## src/rtl/vbnp_pkg.sv

```systemverilog
// Shared types and constants for the video bus name-table / palette map.
package vbnp_pkg;

  localparam int unsigned NumTablesDef = 4;
  localparam int unsigned TableBytes   = 1024;  // name bytes plus attribute bytes per table
  localparam int unsigned PalEntries   = 32;

  // Reset values of the quadrant table selectors.
  localparam logic [1:0] MirrorRst0 = 2'd0;
  localparam logic [1:0] MirrorRst1 = 2'd1;
  localparam logic [1:0] MirrorRst2 = 2'd0;
  localparam logic [1:0] MirrorRst3 = 2'd1;

  typedef enum logic [1:0] {
    CfgMirror0 = 2'd0,
    CfgMirror1 = 2'd1,
    CfgMirror2 = 2'd2,
    CfgMirror3 = 2'd3
  } cfg_reg_e;

  localparam logic CmdRead  = 1'b0;
  localparam logic CmdWrite = 1'b1;

  // Decoded kind of one bus request.
  typedef struct packed {
    logic       cart;      // below 0x2000
    logic       vram;      // name or attribute byte
    logic       pal;       // palette byte
    logic       write;
    logic       bg_set;    // palette write with address bits 3:0 zero
    logic       pal_pair;  // palette write to entry 0 of a palette
    logic [4:0] pal_idx;
  } access_t;

endpackage

```

## src/rtl/vbnp_decode.sv

```systemverilog
// Address decode: region, physical table and palette entry of a request.
module vbnp_decode import vbnp_pkg::*; #(
  parameter int unsigned NUM_TABLES = NumTablesDef,
  localparam int unsigned TblW      = (NUM_TABLES > 1) ? $clog2(NUM_TABLES) : 1,
  localparam int unsigned VramAw    = TblW + $clog2(TableBytes)
) (
  input  logic             command_i,
  input  logic [15:0]      address_i,
  input  logic [3:0][1:0]  mirror_sel_i,
  output access_t          acc_o,
  output logic [VramAw-1:0] vram_addr_o
);

  localparam logic [2:0] NumT = 3'(NUM_TABLES);

  logic [1:0] sel;
  logic [2:0] sel_ext;
  logic [2:0] tbl_full;
  logic       is_wr;

  assign is_wr   = (command_i == CmdWrite);
  assign sel     = mirror_sel_i[address_i[11:10]];
  assign sel_ext = {1'b0, sel};
  // Fold a selector beyond the table count back into range.
  assign tbl_full = (sel_ext >= NumT) ? sel_ext - NumT : sel_ext;

  always_comb begin
    acc_o.cart     = (address_i[15:13] == 3'b000);
    acc_o.vram     = (address_i[15:13] == 3'b001) && (address_i[13:8] != 6'h3F);
    acc_o.pal      = (address_i[15:8] == 8'h3F);
    acc_o.write    = is_wr;
    acc_o.bg_set   = acc_o.pal && is_wr && (address_i[3:0] == 4'h0);
    acc_o.pal_pair = acc_o.pal && is_wr && (address_i[1:0] == 2'b00);
    acc_o.pal_idx  = address_i[4:0];
  end

  assign vram_addr_o = {tbl_full[TblW-1:0], address_i[9:0]};

endmodule

```

## config.mk

```make
export PLATFORM = sky130hd
export DESIGN_NAME = vbnp_decode
export DESIGN_NICKNAME = d
export VERILOG_FILES = /design/src/rtl/vbnp_pkg.sv /design/src/rtl/vbnp_decode.sv
export SDC_FILE = /design/constraint.sdc
export NUM_CORES = 1
export LEC_CHECK = 0
export ABC_AREA = 1
export BUFFER_PORTS_ARGS = -buffer_cell sky130_fd_sc_hd__buf_2
export CAP_MARGIN = 20
export CORE_AREA = 4 4 41 43
export DETAILED_ROUTE_END_ITERATION = 7
export DIE_AREA = 0 0 45 47
export GPL_TIMING_DRIVEN = 0
export PLACE_DENSITY = 0.79
export SETUP_SLACK_MARGIN = 0.05
export SLEW_MARGIN = 20
export SYNTH_ARGS = -nofsm -noshare
export SYNTH_HDL_FRONTEND = slang
export SYNTH_SLANG_ARGS = --single-unit
```

## constraint.sdc

```tcl
create_clock -name vclk -period 0.8
set_input_delay 0.16 -clock vclk [all_inputs]
set_output_delay 0.16 -clock vclk [all_outputs]
set_load 0.01 [all_outputs]
```

### Yosys cells after proc, flatten, opt, wreduce, memory -nomap -nowiden

Index checks and enable logic that the tools add are counted.

* register bits after elaboration: 0
* input bits: 25

* add/sub/neg operators: 1
* $lt $le $gt $ge: 2
* equal/unequal tests: 3
* mux-type cells: 3
* reduce and logical (&&, ||, !) cells: 7

Operators by type and width (number)
* 8-bit by 6-bit equality test with 1-bit output (second input constant): 1
* 6-bit inequality test (second input constant): 1
* 2-bit binary-select mux with 2-bit select: 1
* 1-bit logical AND: 4
* 4-bit zero test: 1
* 2-bit 2-to-1 mux: 2
* 3-bit by 1-bit equality test with 1-bit output (second input constant): 1
* 2-bit by 3-bit greater-or-equal comparator with 1-bit output (second input constant): 1
* 3-bit zero test: 1
* 2-bit by 3-bit < comparator with 1-bit output (second input constant): 1
* 2-bit zero test: 1
* 2-bit by 1-bit subtractor with 2-bit output (second input constant): 1

### Depth between registers and ports, before layout

* word-level depth: 4
* mapped depth: 5
* gate-level depth less buffers: 5

### Worst setup path after synthesis

Ideal clock, no wire load.

* kind: input-to-output
* start point: input port address_i[10]
* end point: output port acc_o[5] in the netlist's numbering
* data arrival time: 680 ps
* data required time: 640 ps
* slack: -40 ps
* stages on the path: 5
* cells stage by stage: buf_6 > nand2_2 > nor2_4 > nand3_2 > nor2_1

RTL lines
* start: declaration: RTL line vbnp_decode.sv:8 `input logic [15:0] address_i,`
* end: declaration: RTL line vbnp_decode.sv:10 `output access_t acc_o,`

==> results.sh <==
export IMPL_post_drt_via_cell_ratio=4.03
export IMPL_antennaDiodeCount=0
export IMPL_postSynthNetCount=76
export IMPL_synth_warnings=0
export IMPL_startpoint_type="input port"
export IMPL_area_fraction_in_compound_gates_after_synthesis_pct=13.6
export IMPL_unrepaired_setup_endpoints_after_global_routing="yes"
export IMPL_largest_voltage_drop_on_the_vdd_net_uv=195
export IMPL_synthesis_area_per_instance_um2=5.77
export IMPL_power_per_cell_area_nw_per_um2=475
export IMPL_fin_crit_ns=0.922
export IMPL_floorplan_die_area_um2=2120
export IMPL_wl_per_cell_um=10.1
export IMPL_critical_path_arrival_ns=0.76
export IMPL_yosys_area_share_simple_pct=31.5
export IMPL_area_growth_pct=144
export IMPL_crit_path_max_incr_delay_ns=0.10
export IMPL_final_nets=125
export IMPL_endpoint_class_of_the_critical_path="output port"
export IMPL_max_slew_vio_count=0
export IMPL_hp_class="in -> out"
export IMPL_final_layout_size_suffix_gt1_share_pct=83.7
export IMPL_final_clkbuf_count=0
export IMPL_start_util_pct=22.6
export IMPL_xor_xnor_portion_of_the_synthesized_cell_area_pct=0
export IMPL_synth_distinct_cells=13
export IMPL_fmaxAchievable_mhz=1080
export IMPL_synth_area_mux_share_pct=0
export IMPL_first_global_vias=419
export IMPL_hold_viol=0
export IMPL_min_path_cells=2
export IMPL_non_filler_instance_count_after_layout=113
export IMPL_detailed_place_hpwl_um=880
export IMPL_dr_total_vias=455
export IMPL_synth_area_um2=294
export IMPL_worstPathRequired_ns=0.64
export IMPL_placement_io_buffers=43
export IMPL_die_w_um=45
export IMPL_min_period_over_period_pct=115
export IMPL_pin_count_of_the_biggest_net_entering_global_routing=10
export IMPL_routability_congestion_estimate_from_global_placement=0.617
export IMPL_hold_buffers=0
export IMPL_timing_critical_path_fanout_max=2
export IMPL_violations="negative setup slack"
export IMPL_cpMaxStageDelayCell="nor2_4"
export IMPL_p_leak_uw=0.000405
export IMPL_globalRoute_totalOverflow=0
export IMPL_synthAdderAreaFrac_pct=0
export IMPL_route_final_wire_length_um=1140
export IMPL_max_slew_margin_rel_pct=90.2
export IMPL_drc_violations_left=0
export IMPL_largest_family_of_logic_cells_by_synthesized_area="buffers and inverters"
export IMPL_result_of_the_run="complete, but fails checks"
export IMPL_initial_antenna_violation_count=0
export IMPL_final_critical_path_setup_slack_ns=-0.122
export IMPL_synthesis_instances=51
export IMPL_route_antenna_remaining_nets=0
export IMPL_grt_resource_usage_total_pct=8.73
export IMPL_worstPathCellList="buf_6 -> inv_4 -> nand2_4 -> nor2_4 -> nand3_4 -> nor2_4 -> buf_6"
export IMPL_detailedPlace_worstSlack_ns=-0.232
export IMPL_design_portCount=48
export IMPL_drt_first_pass_iters=1
export IMPL_core_region_area_um2=1300
export IMPL_flops_and_latches=0
export IMPL_grt_pass1_wl_um=1460
export IMPL_place_detailed_instances=109
export IMPL_dieHeight_um=47
export IMPL_std_cell_rows=13
export IMPL_area_sequential_um2=0
export IMPL_worstSetupPathType="in -> out"
export IMPL_worst_pin_slew_ns=0.146
export IMPL_finalSetupViolCount=5
export IMPL_detail_route_iter0_violations=0
export IMPL_synth_sequential_area_ratio_pct=0
export IMPL_maxCapViolations=0
per-stage QoR:
step	setup TNS (ns)	utilization, %	hold slack (ns)	power (uW)	area [um^2]
5_1_grt	-0.676	55.1	0.514	369	717
4_1_cts	-0.567	50.9	0.506	314	662
3_3_place_gp	-0.688	43.1	0.506	262	561
2_1_floorplan	0	-	0.368	150	327
6_report	-0.450	55.1	0.505	341	717
3_5_place_dp	-0.774	43.1	0.505	268	561
synth_stat cells:
| library cell | instances | area (um^2) |
|---|---|---|
| nor2_4 | 1 | 11.3 |
| o21ai_1 | 2 | 10.0 |
| buf_6 | 1 | 11.3 |
| nand3_2 | 1 | 10.0 |
| and2_1 | 1 | 6.26 |
| nand3_1 | 2 | 10.0 |
| buf_4 | 16 | 120 |
| nand2_2 | 1 | 6.26 |
| o211ai_1 | 2 | 15.0 |
| nor2_1 | 5 | 18.8 |
| nand2_1 | 8 | 30.0 |
| inv_1 | 8 | 30.0 |
| a21oi_1 | 3 | 15.0 |
worst max-delay path: cells and delay by family:
family	cells	cell delay, ns
buffers and inverters	3	0.24
AND/OR/NAND/NOR	4	0.35
area by class of cell:
type	instances	area [um^2]
repair buffers	47	325
fillers	123	584
inverters	8	35.0
plain buffers	17	140
multi-input cells	26	198
well taps	15	18.8
layout by cell type, fill, tap and decap left out:
cell type / count
nand2_2: 2
nand2_4: 2
nand3_2: 1
inv_1: 4
o211ai_1: 2
buf_6: 10
a21oi_2: 2
buf_2: 33
clkbuf_16: 1
a21oi_1: 1
nor2_2: 1
nor2_1: 1
o21ai_1: 2
nor2_4: 4
inv_4: 2
buf_12: 1
inv_2: 2
buf_4: 19
and2_4: 1
nand3_1: 1
nand3_4: 1
nand2_1: 5
logic make-up after synthesis:
logic type             Yosys count
AO/OA/AOI/OAI                    7
AND/OR/NAND/NOR                 19
buffers and inverters           25
final timing paths:
path | start | endpoint | slack [ns]
setup / recovery | address_i[14] | acc_o[6] | -0.12
hold / removal | address_i[4] | vram_addr_o[4] | 0.50
power breakdown:
group	internal (uW)	switching, uW	total [uW]
Combinational	199	142	341
Sequential	0	0	0
Clock	0	0	0
Total	199	142	341
what timing repair did:
action | 4_1_cts | 5_1_grt
pin swaps | 10 | 8
setup buffers | 4 | 0
hold endpoints to repair | 0 | 0
resized for setup | 20 | 9
endpoints found under the setup margin | 7 | 7
gates cloned | 0 | 1
routing by layer:
metal	GRT usage [%]	vias up	share of wire (%)
li1	-	236	-
met5	0	-	0
met2	19.8	24	61
met1	9.21	195	31
met3	0	0	7.9
met4	0	0	0
Note: power is estimated with default switching activity, not from simulation.
