<file path="config.mk">
export PLATFORM = sky130hd
export DESIGN_NAME = vbnp_palette
export DESIGN_NICKNAME = d
export VERILOG_FILES = /design/src/rtl/vbnp_pkg.sv /design/src/rtl/vbnp_palette.sv
export SDC_FILE = /design/constraint.sdc
export NUM_CORES = 1
export LEC_CHECK = 0
export BUFFER_PORTS_ARGS = -buffer_cell sky130_fd_sc_hd__clkbuf_2
export CAP_MARGIN = 20
export CORE_ASPECT_RATIO = 0.9
export CORE_UTILIZATION = 50
export CTS_CLUSTER_SIZE = 16
export DETAILED_ROUTE_END_ITERATION = 6
export GPL_TIMING_DRIVEN = 0
export PLACE_DENSITY = 0.7
export SETUP_SLACK_MARGIN = 0.05
export SYNTH_ARGS = -nofsm -noshare
export SYNTH_HDL_FRONTEND = slang
export SYNTH_SLANG_ARGS = --single-unit
export TNS_END_PERCENT = 100
</file>
<file path="constraint.sdc">
create_clock -name clk_i -period 1.4 [get_ports clk_i]
set_input_delay 0.07 -clock clk_i [delete_from_list [all_inputs] [get_ports clk_i]]
set_output_delay 0.07 -clock clk_i [all_outputs]
set_load 0.005 [all_outputs]
</file>
<file path="src/rtl/vbnp_pkg.sv">
// Shared types and constants for the video bus name-table / palette map.
package vbnp_pkg;

  localparam int unsigned NumTablesDef = 4;
  localparam int unsigned TableBytes   = 1024;  // name bytes plus attribute bytes per table
  localparam int unsigned PalEntries   = 32;

  // Reset values of the quadrant table selectors.
  localparam logic [1:0] MirrorRst0 = 2'd0;
  localparam logic [1:0] MirrorRst1 = 2'd1;
  localparam logic [1:0] MirrorRst2 = 2'd0;
  localparam logic [1:0] MirrorRst3 = 2'd1;

  typedef enum logic [1:0] {
    CfgMirror0 = 2'd0,
    CfgMirror1 = 2'd1,
    CfgMirror2 = 2'd2,
    CfgMirror3 = 2'd3
  } cfg_reg_e;

  localparam logic CmdRead  = 1'b0;
  localparam logic CmdWrite = 1'b1;

  // Decoded kind of one bus request.
  typedef struct packed {
    logic       cart;      // below 0x2000
    logic       vram;      // name or attribute byte
    logic       pal;       // palette byte
    logic       write;
    logic       bg_set;    // palette write with address bits 3:0 zero
    logic       pal_pair;  // palette write to entry 0 of a palette
    logic [4:0] pal_idx;
  } access_t;

endpackage

</file>
<file path="src/rtl/vbnp_palette.sv">
// Palette entries and background colour, with registered read.
module vbnp_palette import vbnp_pkg::*; (
  input  logic       clk_i,
  input  logic       rst_ni,
  input  logic       en_i,
  input  access_t    acc_i,
  input  logic [7:0] wdata_i,
  output logic [7:0] rdata_o,
  output logic [7:0] backdrop_o
);

  logic [7:0] pal_q [PalEntries];
  logic [7:0] rdata_q;
  logic [7:0] backdrop_q;
  logic [4:0] idx_lo;
  logic [4:0] idx_hi;

  // Entry 0 of a palette lands in both halves of the palette space.
  assign idx_lo = {1'b0, acc_i.pal_idx[3:2], 2'b00};
  assign idx_hi = {1'b1, acc_i.pal_idx[3:2], 2'b00};

  always_ff @(posedge clk_i) begin
    if (en_i && acc_i.pal) begin
      if (acc_i.write) begin
        if (acc_i.pal_pair) begin
          pal_q[idx_lo] <= wdata_i;
          pal_q[idx_hi] <= wdata_i;
        end else begin
          pal_q[acc_i.pal_idx] <= wdata_i;
        end
      end else begin
        rdata_q <= pal_q[acc_i.pal_idx];
      end
    end
  end

  always_ff @(posedge clk_i or negedge rst_ni) begin
    if (!rst_ni) begin
      backdrop_q <= 8'h00;
    end else if (en_i && acc_i.bg_set) begin
      backdrop_q <= wdata_i;
    end
  end

  assign rdata_o    = rdata_q;
  assign backdrop_o = backdrop_q;

endmodule

</file>
# Word-level counts from Yosys, hierarchy flattened
# Memory sizes are Yosys's and may differ from the RTL's. A register that Yosys moved wholly into a read port is not among the register bits.
# Cells that the tools add are included.
# Widths: inputs -> output; s select.
[word_totals]
regBits = 8
ramBits = 256
inputBits = 22
output_inout_bits = 16
elab_cells = 18
memories = 1
[classes]
n_mux = 11
bitwise_logic = 1
n_reduce_logical = 4
[mem_list]
columns = ["name", "depth", "word_bits", "read_ports", "rd_ports_with_merged_regs", "wr", "line_no", "text"]
rows = [
  ["pal_q", 32, 8, 1, 1, 2, "vbnp_palette.sv:12", "logic [7:0] pal_q [PalEntries];"],
]
[ops]
columns = ["operator", "count"]
rows = [
  ["$mux 1", 9],
  ["$mux 8", 1],
  ["$reduce_or 8->1", 1],
  ["$mux 5", 1],
  ["$logic_and 1x1->1", 2],
  ["$reduce_and 2->1", 1],
  ["$not 1->1", 1],
]

# Longest topological paths before layout
# Gate-level depths: netlist of run 1.
[logic_depth]
word_depth = 6
mapped_depth = 7
depth_no_buf = 4

# Least setup slack after synthesis of run 1
# No wires, ideal clock.
[synth_timing]
kind = "input to register"
startpoint = "input port acc_i[1] in the netlist's numbering"
endpoint = "memory pal_q[17][0], enable pin"
setup_time_ps = 395
t_arrival_ps = 1649
required_ps = 1005
path_slack_ps = -643
path_stages = 5
n_path_buf = 3
path_cell_list = "buf_6 -> buf_6 -> buf_4 -> nand3b_1 -> nor4_1"
[synth_rtl]
columns = ["element", "line_no", "text"]
rows = [
  ["from (decl)", "vbnp_palette.sv:6", "input access_t acc_i,"],
  ["to (decl)", "vbnp_palette.sv:12", ""],
]

==> results of run 1 <==
-- sequential cells by signal, summed over array words and instances (netlist names) --
| name | cells |
|---|---|
| rdata_o | 8 |
| pal_q | 256 |
| backdrop_o | 8 |
-- metal layers --
layer	routed length (um)	GRT usage, %	vias to the layer above	part of all wire [%]
li1	-	-	2407	-
met1	10590	35.13	2961	43
met2	11600	36.35	288	47
met3	1831	3.744	52	7.4
met4	830	7.843	0	3.3
met5	0	0	-	0
-- power by group --
part | switching (mW) | internal (mW) | total, mW
Sequential | 0.0283 | 9.02 | 9.04
Combinational | 0.647 | 0.415 | 1.06
Clock | 2.83 | 3.87 | 6.70
Total | 3.51 | 13.3 | 16.8
-- layout make-up --
| type | instances | area, um^2 | share of cell area (%) |
|---|---|---|---|
| Inverter | 1 | 3.754 | 0.02890 |
| Clock buffer | 34 | 701.9 | 5.404 |
| Buffer | 29 | 286.5 | 2.206 |
| Tap cell | 286 | 357.8 | 2.755 |
| Timing Repair Buffer | 72 | 625.6 | 4.816 |
| Multi-Input combinational cell | 231 | 2781 | 21.41 |
| Clock inverter | 13 | 103.9 | 0.7995 |
| Sequential cell | 272 | 8128 | 62.58 |
-- through the flow --
| stage | utilization, % | power (mW) | instance area, um^2 |
|---|---|---|---|
| after global routing | 62.35 | 17.24 | 12990 |
| after floorplan | - | 9.763 | 10970 |
| after detailed placement | 55.21 | 10.17 | 11500 |
| after global placement | 55.21 | 10.14 | 11500 |
| final | 62.35 | 16.81 | 12990 |
| after CTS | 62.16 | 16.86 | 12950 |
-- how the worst min path moves through the flow --
stage               startpoint                         to  slack, ns  depth (start not counted)
floorplan               rst_ni  backdrop_o[0]$_DFFE_PN0P_      -0.23                          0
global route          acc_i[6]  backdrop_o[6]$_DFFE_PN0P_       0.17                          3
finish                acc_i[6]  backdrop_o[6]$_DFFE_PN0P_       0.14                          3
detailed placement      rst_ni  backdrop_o[2]$_DFFE_PN0P_      -0.08                          1
CTS                   acc_i[6]  backdrop_o[6]$_DFFE_PN0P_       0.15                          3
global placement        rst_ni  backdrop_o[4]$_DFFE_PN0P_      -0.08                          1
-- Yosys cell counts, drive strengths merged, types with 3 or more instances --
library cell	instances
a22oi	8
buf	22
edfxtp	264
dfrtp	8
nand2b	3
nor3	13
mux2i	42
nand2	15
o22ai	14
mux2	8
a31oi	6
mux4	43
clkbuf	7
a21oi	6
nor2b	4
and3	3
o221ai	7
a32oi	6
or3b	3
nor2	25
nor4	3
nand3b	6
nand3	8
-- critical path: stages (launching register included) --
cell,delay [ns]
sky130_fd_sc_hd__edfxtp_1,0.37
sky130_fd_sc_hd__mux4_2,0.49
sky130_fd_sc_hd__a22oi_2,0.20
sky130_fd_sc_hd__and3_4,0.25
sky130_fd_sc_hd__a31oi_4,0.04
-- cell families (layout without fill, tap and decap cells) --
logic type | Yosys count | after routing | synth area share, %
AO/OA/AOI/OAI | 50 | 50 | 3.295
multiplexers | 93 | 93 | 13.91
flip-flops | 272 | 272 | 76.43
AND/OR/NAND/NOR | 88 | 88 | 4.377
buffers and inverters | 30 | 149 | 1.989
-- timing repair --
item,in CTS,in global routing
hold buffers,2,0
hold endpoints to repair,8,0
pin swaps,31,8
resized for setup,40,10
gates cloned,0,0
buffers inserted,35,1
setup endpoints to repair,216,114
==> impl_metrics.json, run 1 <==
{
  "run_status": "complete, but fails checks",
  "failing_checks": "negative setup slack",
  "total_leakage_power_nw": 4.280,
  "layout.cells.most_common_list": "264 x sky130_fd_sc_hd__edfxtp_1, 43 x sky130_fd_sc_hd__mux4_2, 42 x sky130_fd_sc_hd__mux2i_1",
  "first_global_vias": 5877,
  "timing.critical_path.to_type": "flop",
  "grt_antenna_before_repair": 0,
  "grtUsageTotal_pct": 23.72,
  "final-hold-violation-count": 0,
  "drt_pre_antenna_iters": 5,
  "routed_via_density": 6.085,
  "worstPathMaxFanout": 1,
  "hold_slack_ns": 0.1379,
  "synth_top_flop_cell": "sky130_fd_sc_hd__edfxtp_1",
  "pwr_density_cell_nw_per_um2": 1294,
  "worst_ir_drop_vdd_v": 0.001481,
  "min_period_over_period_pct": 115.4,
  "synth_area_leaders": "sky130_fd_sc_hd__edfxtp_1 75%, sky130_fd_sc_hd__mux4_2 9.1%, sky130_fd_sc_hd__mux2i_1 4.0%, sky130_fd_sc_hd__dfrtp_1 1.9%, sky130_fd_sc_hd__mux2_2 0.85%",
  "timing.critical_path.from": "pal_q[10][2]$_DFFE_PP_",
  "global_route_wire_length_before_repair_um": 36960,
  "path_class": "reg2reg",
  "die_area_um2": 21860,
  "worst-endpoint-arrival_ns": 1.87,
  "critPathCapture": "rdata_o[2]$_DFFE_PP_",
  "fmax_ghz": 0.6189,
  "cts_made_buffers": 26,
  "cp.required_ns": 1.66,
  "diodes": 0,
  "clock_path_buffers": 3,
  "syn_inst": 533,
  "boundaryPins": 38,
  "layout_commonest_cell": "sky130_fd_sc_hd__edfxtp_1",
  "cts.root.buffer_cell": "sky130_fd_sc_hd__clkbuf_16",
  "ff2ff_setup_slack_ns": -0.22,
  "post-route-min-period_ns": 1.616,
  "drc": 0,
  "clock_pin_transition_on_the_worst_setup_and_hold_timing_paths_ns": 0.06,
  "placed_cells_incl_taps": 853,
  "fin_ws_ns": -0.2157,
  "number_of_synthesized_flops_with_an_enable_pin": 264,
  "relSlewSlack_pct": 24.52,
  "cell_type_with_the_largest_total_area_after_synthesis": "sky130_fd_sc_hd__edfxtp_1",
  "syn_area_um2": 10630,
  "ys_ff_latch": 272,
  "initialDrtViolationCount": 672,
  "fillers": 1410,
  "finalWeightedCongestion": 0.8877,
  "r2r.worst_path.cells": 4,
  "worst_clock_skew_ns": 0.01041,
  "async_reset_ff_share_pct": 2.941,
  "netlist.area_leader.share_pct": 74.55,
  "rsz0062_at_grt": "yes",
  "place_ws_ns": -1.093,
  "postSynthAreaPerCell_um2": 19.95,
  "syn_nets": 555,
  "clock_insertion_delay_worst_skew_ns": 0.52,
  "tns_ns": -0.9605,
  "tritoncts_num_sinks": 272,
  "floorplan.rows": 50,
  "holdCritPathClass": "in2reg",
  "startpoint_type": "flop",
  "numPortBuffers": 34,
  "detailedPlacementHpwl_um": 15530,
  "cts_tree": "built",
  "cap_violations": 0,
  "coreArea_um2": 20830,
  "reg2reg_to": "rdata_o[2]$_DFFE_PP_",
  "ys_seq_area_share_pct": 76.43,
  "global_route.overflow_total": 0,
  "grt_max_degree": 34,
  "postRouteAntennaNets": 0,
  "synth.distinct_cells": 39,
  "worstReg2RegStart": "pal_q[10][2]$_DFFE_PP_",
  "horizontal_die_dimension_um": 155.7,
  "initial_utilization_pct": 51.05,
  "final-max-slew-violation-count": 0,
  "post_route_cells_drive_above_1_share_pct": 38.19,
  "via_count": 5708,
  "syn2layout_area_growth_pct": 22.14,
  "wirelength_um": 24860,
  "cell_count_final_fillers_out": 938,
  "detail_route.wl_per_cell_um": 26.50,
  "htreeDepth": 1,
  "yosys_warnings": 0,
  "fp.dieH_um": 140.4,
  "worst_slew_pin_slew_ns": 1.128,
  "net_count_final": 655,
  "setup_viol": 8
}
Note: power is estimated with default switching activity, not from simulation.
==> run 2: changes to the inputs <==
Settings changed: CAP_MARGIN 20 to 0, PLACE_DENSITY 0.7 to 0.67, SLEW_MARGIN from default to 10.
==> run 2 against run 1 <==
Effect of this change: the flow still finishes with violations (negative setup slack); design area rose by 1.7%; sequential cell count did not move; clock skew barely moved; worst setup slack got worse by 0.0042 ns; register-to-register slack barely moved; largest power group unchanged; count of clock-buffer cells in the layout rose by 3; critical endpoint unchanged; die area did not move; clock power rose by 7.6%; core utilization rose by 1.0 points.
==> impl_metrics.json, run 2 (synthesis results as in run 1) <==
{
  "pwr_density_cell_nw_per_um2": 1310,
  "detail_route.wl_per_cell_um": 26.60,
  "boundaryPins": 38,
  "detailedPlacementHpwl_um": 15630,
  "coreArea_um2": 20830,
  "place_ws_ns": -1.116,
  "wirelength_um": 25110,
  "rsz0062_at_grt": "yes",
  "floorplan.rows": 50,
  "min_period_over_period_pct": 115.7,
  "ff2ff_setup_slack_ns": -0.22,
  "drc": 0,
  "via_count": 5700,
  "worst_hold_startpoint": "acc_i[6]",
  "worst_slew_pin_slew_ns": 1.204,
  "global_route.overflow_total": 0,
  "postRouteAntennaNets": 0,
  "relSlewSlack_pct": 19.41,
  "failing_checks": "negative setup slack",
  "worst_ir_drop_vdd_v": 0.0008624,
  "worstPathMaxFanout": 1,
  "cap_violations": 0,
  "design_power_total_mw": 17.30,
  "run_status": "complete, but fails checks",
  "fin_ws_ns": -0.2199,
  "syn2layout_area_growth_pct": 24.18,
  "routed_via_density": 6.038,
  "initial_utilization_pct": 51.05,
  "net_count_final": 660,
  "finalWeightedCongestion": 0.8580,
  "layout_commonest_cell": "sky130_fd_sc_hd__edfxtp_1",
  "first_global_vias": 5793,
  "r2r.worst_path.cells": 4,
  "register_containing_the_most_flip_flops_in_the_final_layout": "pal_q",
  "post-route-min-period_ns": 1.620,
  "numPortBuffers": 34,
  "largest_register_ffs": 256,
  "cp.required_ns": 1.66,
  "grt_antenna_before_repair": 0,
  "timing.hold.worst_endpoint": "backdrop_o[7]$_DFFE_PN0P_",
  "grt_max_degree": 34,
  "holdCritPathClass": "in2reg",
  "initialDrtViolationCount": 573,
  "cts.root.buffer_cell": "sky130_fd_sc_hd__clkbuf_16",
  "total_leakage_power_nw": 4.385,
  "path_class": "reg2reg",
  "final-max-slew-violation-count": 0,
  "worstReg2RegStart": "pal_q[15][2]$_DFFE_PP_",
  "clock_insertion_delay_worst_skew_ns": 0.52,
  "layout.cells.most_common_list": "264 x sky130_fd_sc_hd__edfxtp_1, 43 x sky130_fd_sc_hd__mux4_2, 42 x sky130_fd_sc_hd__mux2i_1",
  "cts_made_buffers": 27,
  "cell_count_final_fillers_out": 944,
  "final-hold-violation-count": 0,
  "drt_pre_antenna_iters": 5,
  "reg2reg_to": "rdata_o[2]$_DFFE_PP_",
  "setup_viol": 8,
  "hold_depth": 3,
  "die_area_um2": 21860,
  "worst_clock_skew_ns": 0.01088,
  "global_route_wire_length_before_repair_um": 36730,
  "hold_slack_ns": 0.1797,
  "timing.critical_path.to_type": "flop",
  "cts_tree": "built",
  "finalCoreUtilization_pct": 63.39,
  "clock_pin_transition_on_the_worst_setup_and_hold_timing_paths_ns": 0.06,
  "fmax_ghz": 0.6173,
  "worst-endpoint-arrival_ns": 1.88,
  "placed_cells_incl_taps": 853,
  "diodes": 0,
  "horizontal_die_dimension_um": 155.7,
  "tritoncts_num_sinks": 272,
  "post_route_cells_drive_above_1_share_pct": 38.45,
  "clock_path_buffers": 3,
  "grtUsageTotal_pct": 23.80,
  "htreeDepth": 1,
  "startpoint_type": "flop",
  "fp.dieH_um": 140.4
}
[run 2: changes by cell type in the layout (fill, tap and decap cells not counted), sizes merged]
cell,change
clkbuf,+2
bufinv,+1
clkinvlp,+1
clkinv,-3
buf,+5
[run 2: what timing repair did]
action                     in CTS  in global routing
gates resized for setup        36                  7
hold buffers                    2                  0
setup buffers                  35                  5
setup endpoints to repair     240                160
pin swaps                      32                 13
hold endpoints to repair        8                  0
[run 2: layout make-up]
cell class / count / area, um^2
clock inverter: 12 / 133.9
inverter: 1 / 3.754
fill: 1387 / 7627
multi-input combinational: 231 / 2713
timing repair buffer: 76 / 812.0
clock buffer: 37 / 764.5
buffer: 29 / 292.8
tap: 286 / 357.8
sequential: 272 / 8128
[run 2: worst max-delay path, cell delays in order, from the launching register on]
cell and delay [ns]:
sky130_fd_sc_hd__edfxtp_1 0.35, sky130_fd_sc_hd__mux4_2 0.47, sky130_fd_sc_hd__a31oi_1 0.24, sky130_fd_sc_hd__and3_4 0.26, sky130_fd_sc_hd__a31oi_1 0.05
[run 2: worst max-delay path by stage]
stage                     cells after the start                   start                endpoint
after CTS                                     4  pal_q[15][3]$_DFFE_PP_    rdata_o[3]$_DFFE_PP_
after global placement                        6                acc_i[0]   pal_q[9][6]$_DFFE_PP_
after detailed placement                      6                acc_i[2]   pal_q[9][7]$_DFFE_PP_
after floorplan                               6                acc_i[0]  pal_q[16][0]$_DFFE_PP_
final                                         4  pal_q[15][2]$_DFFE_PP_    rdata_o[2]$_DFFE_PP_
after global routing                          4  pal_q[14][2]$_DFFE_PP_    rdata_o[2]$_DFFE_PP_
[run 2: stage by stage]
step	TNS, ns	area [um^2]
after floorplan	-22.22	10970
after global placement	-173.09	11500
after detailed placement	-179.06	11500
after CTS	-1.077	13110
after global routing	-1.313	13210
final	-1.155	13210
[run 2: where the power goes]
part	internal [mW]	switching [mW]
clock network	4.36	2.85
logic	0.411	0.637
registers	9.02	0.0278
total	13.8	3.52
[run 2: metal layers]
layer	vias up	share of wire (%)	global-route usage, %	routed length, um
met1	2977	41	33.52	10280
met2	248	49	37.79	12180
met4	0	3.6	8.359	900
li1	2423	-	-	-
met5	-	0	0	0
met3	52	7.0	4.208	1750
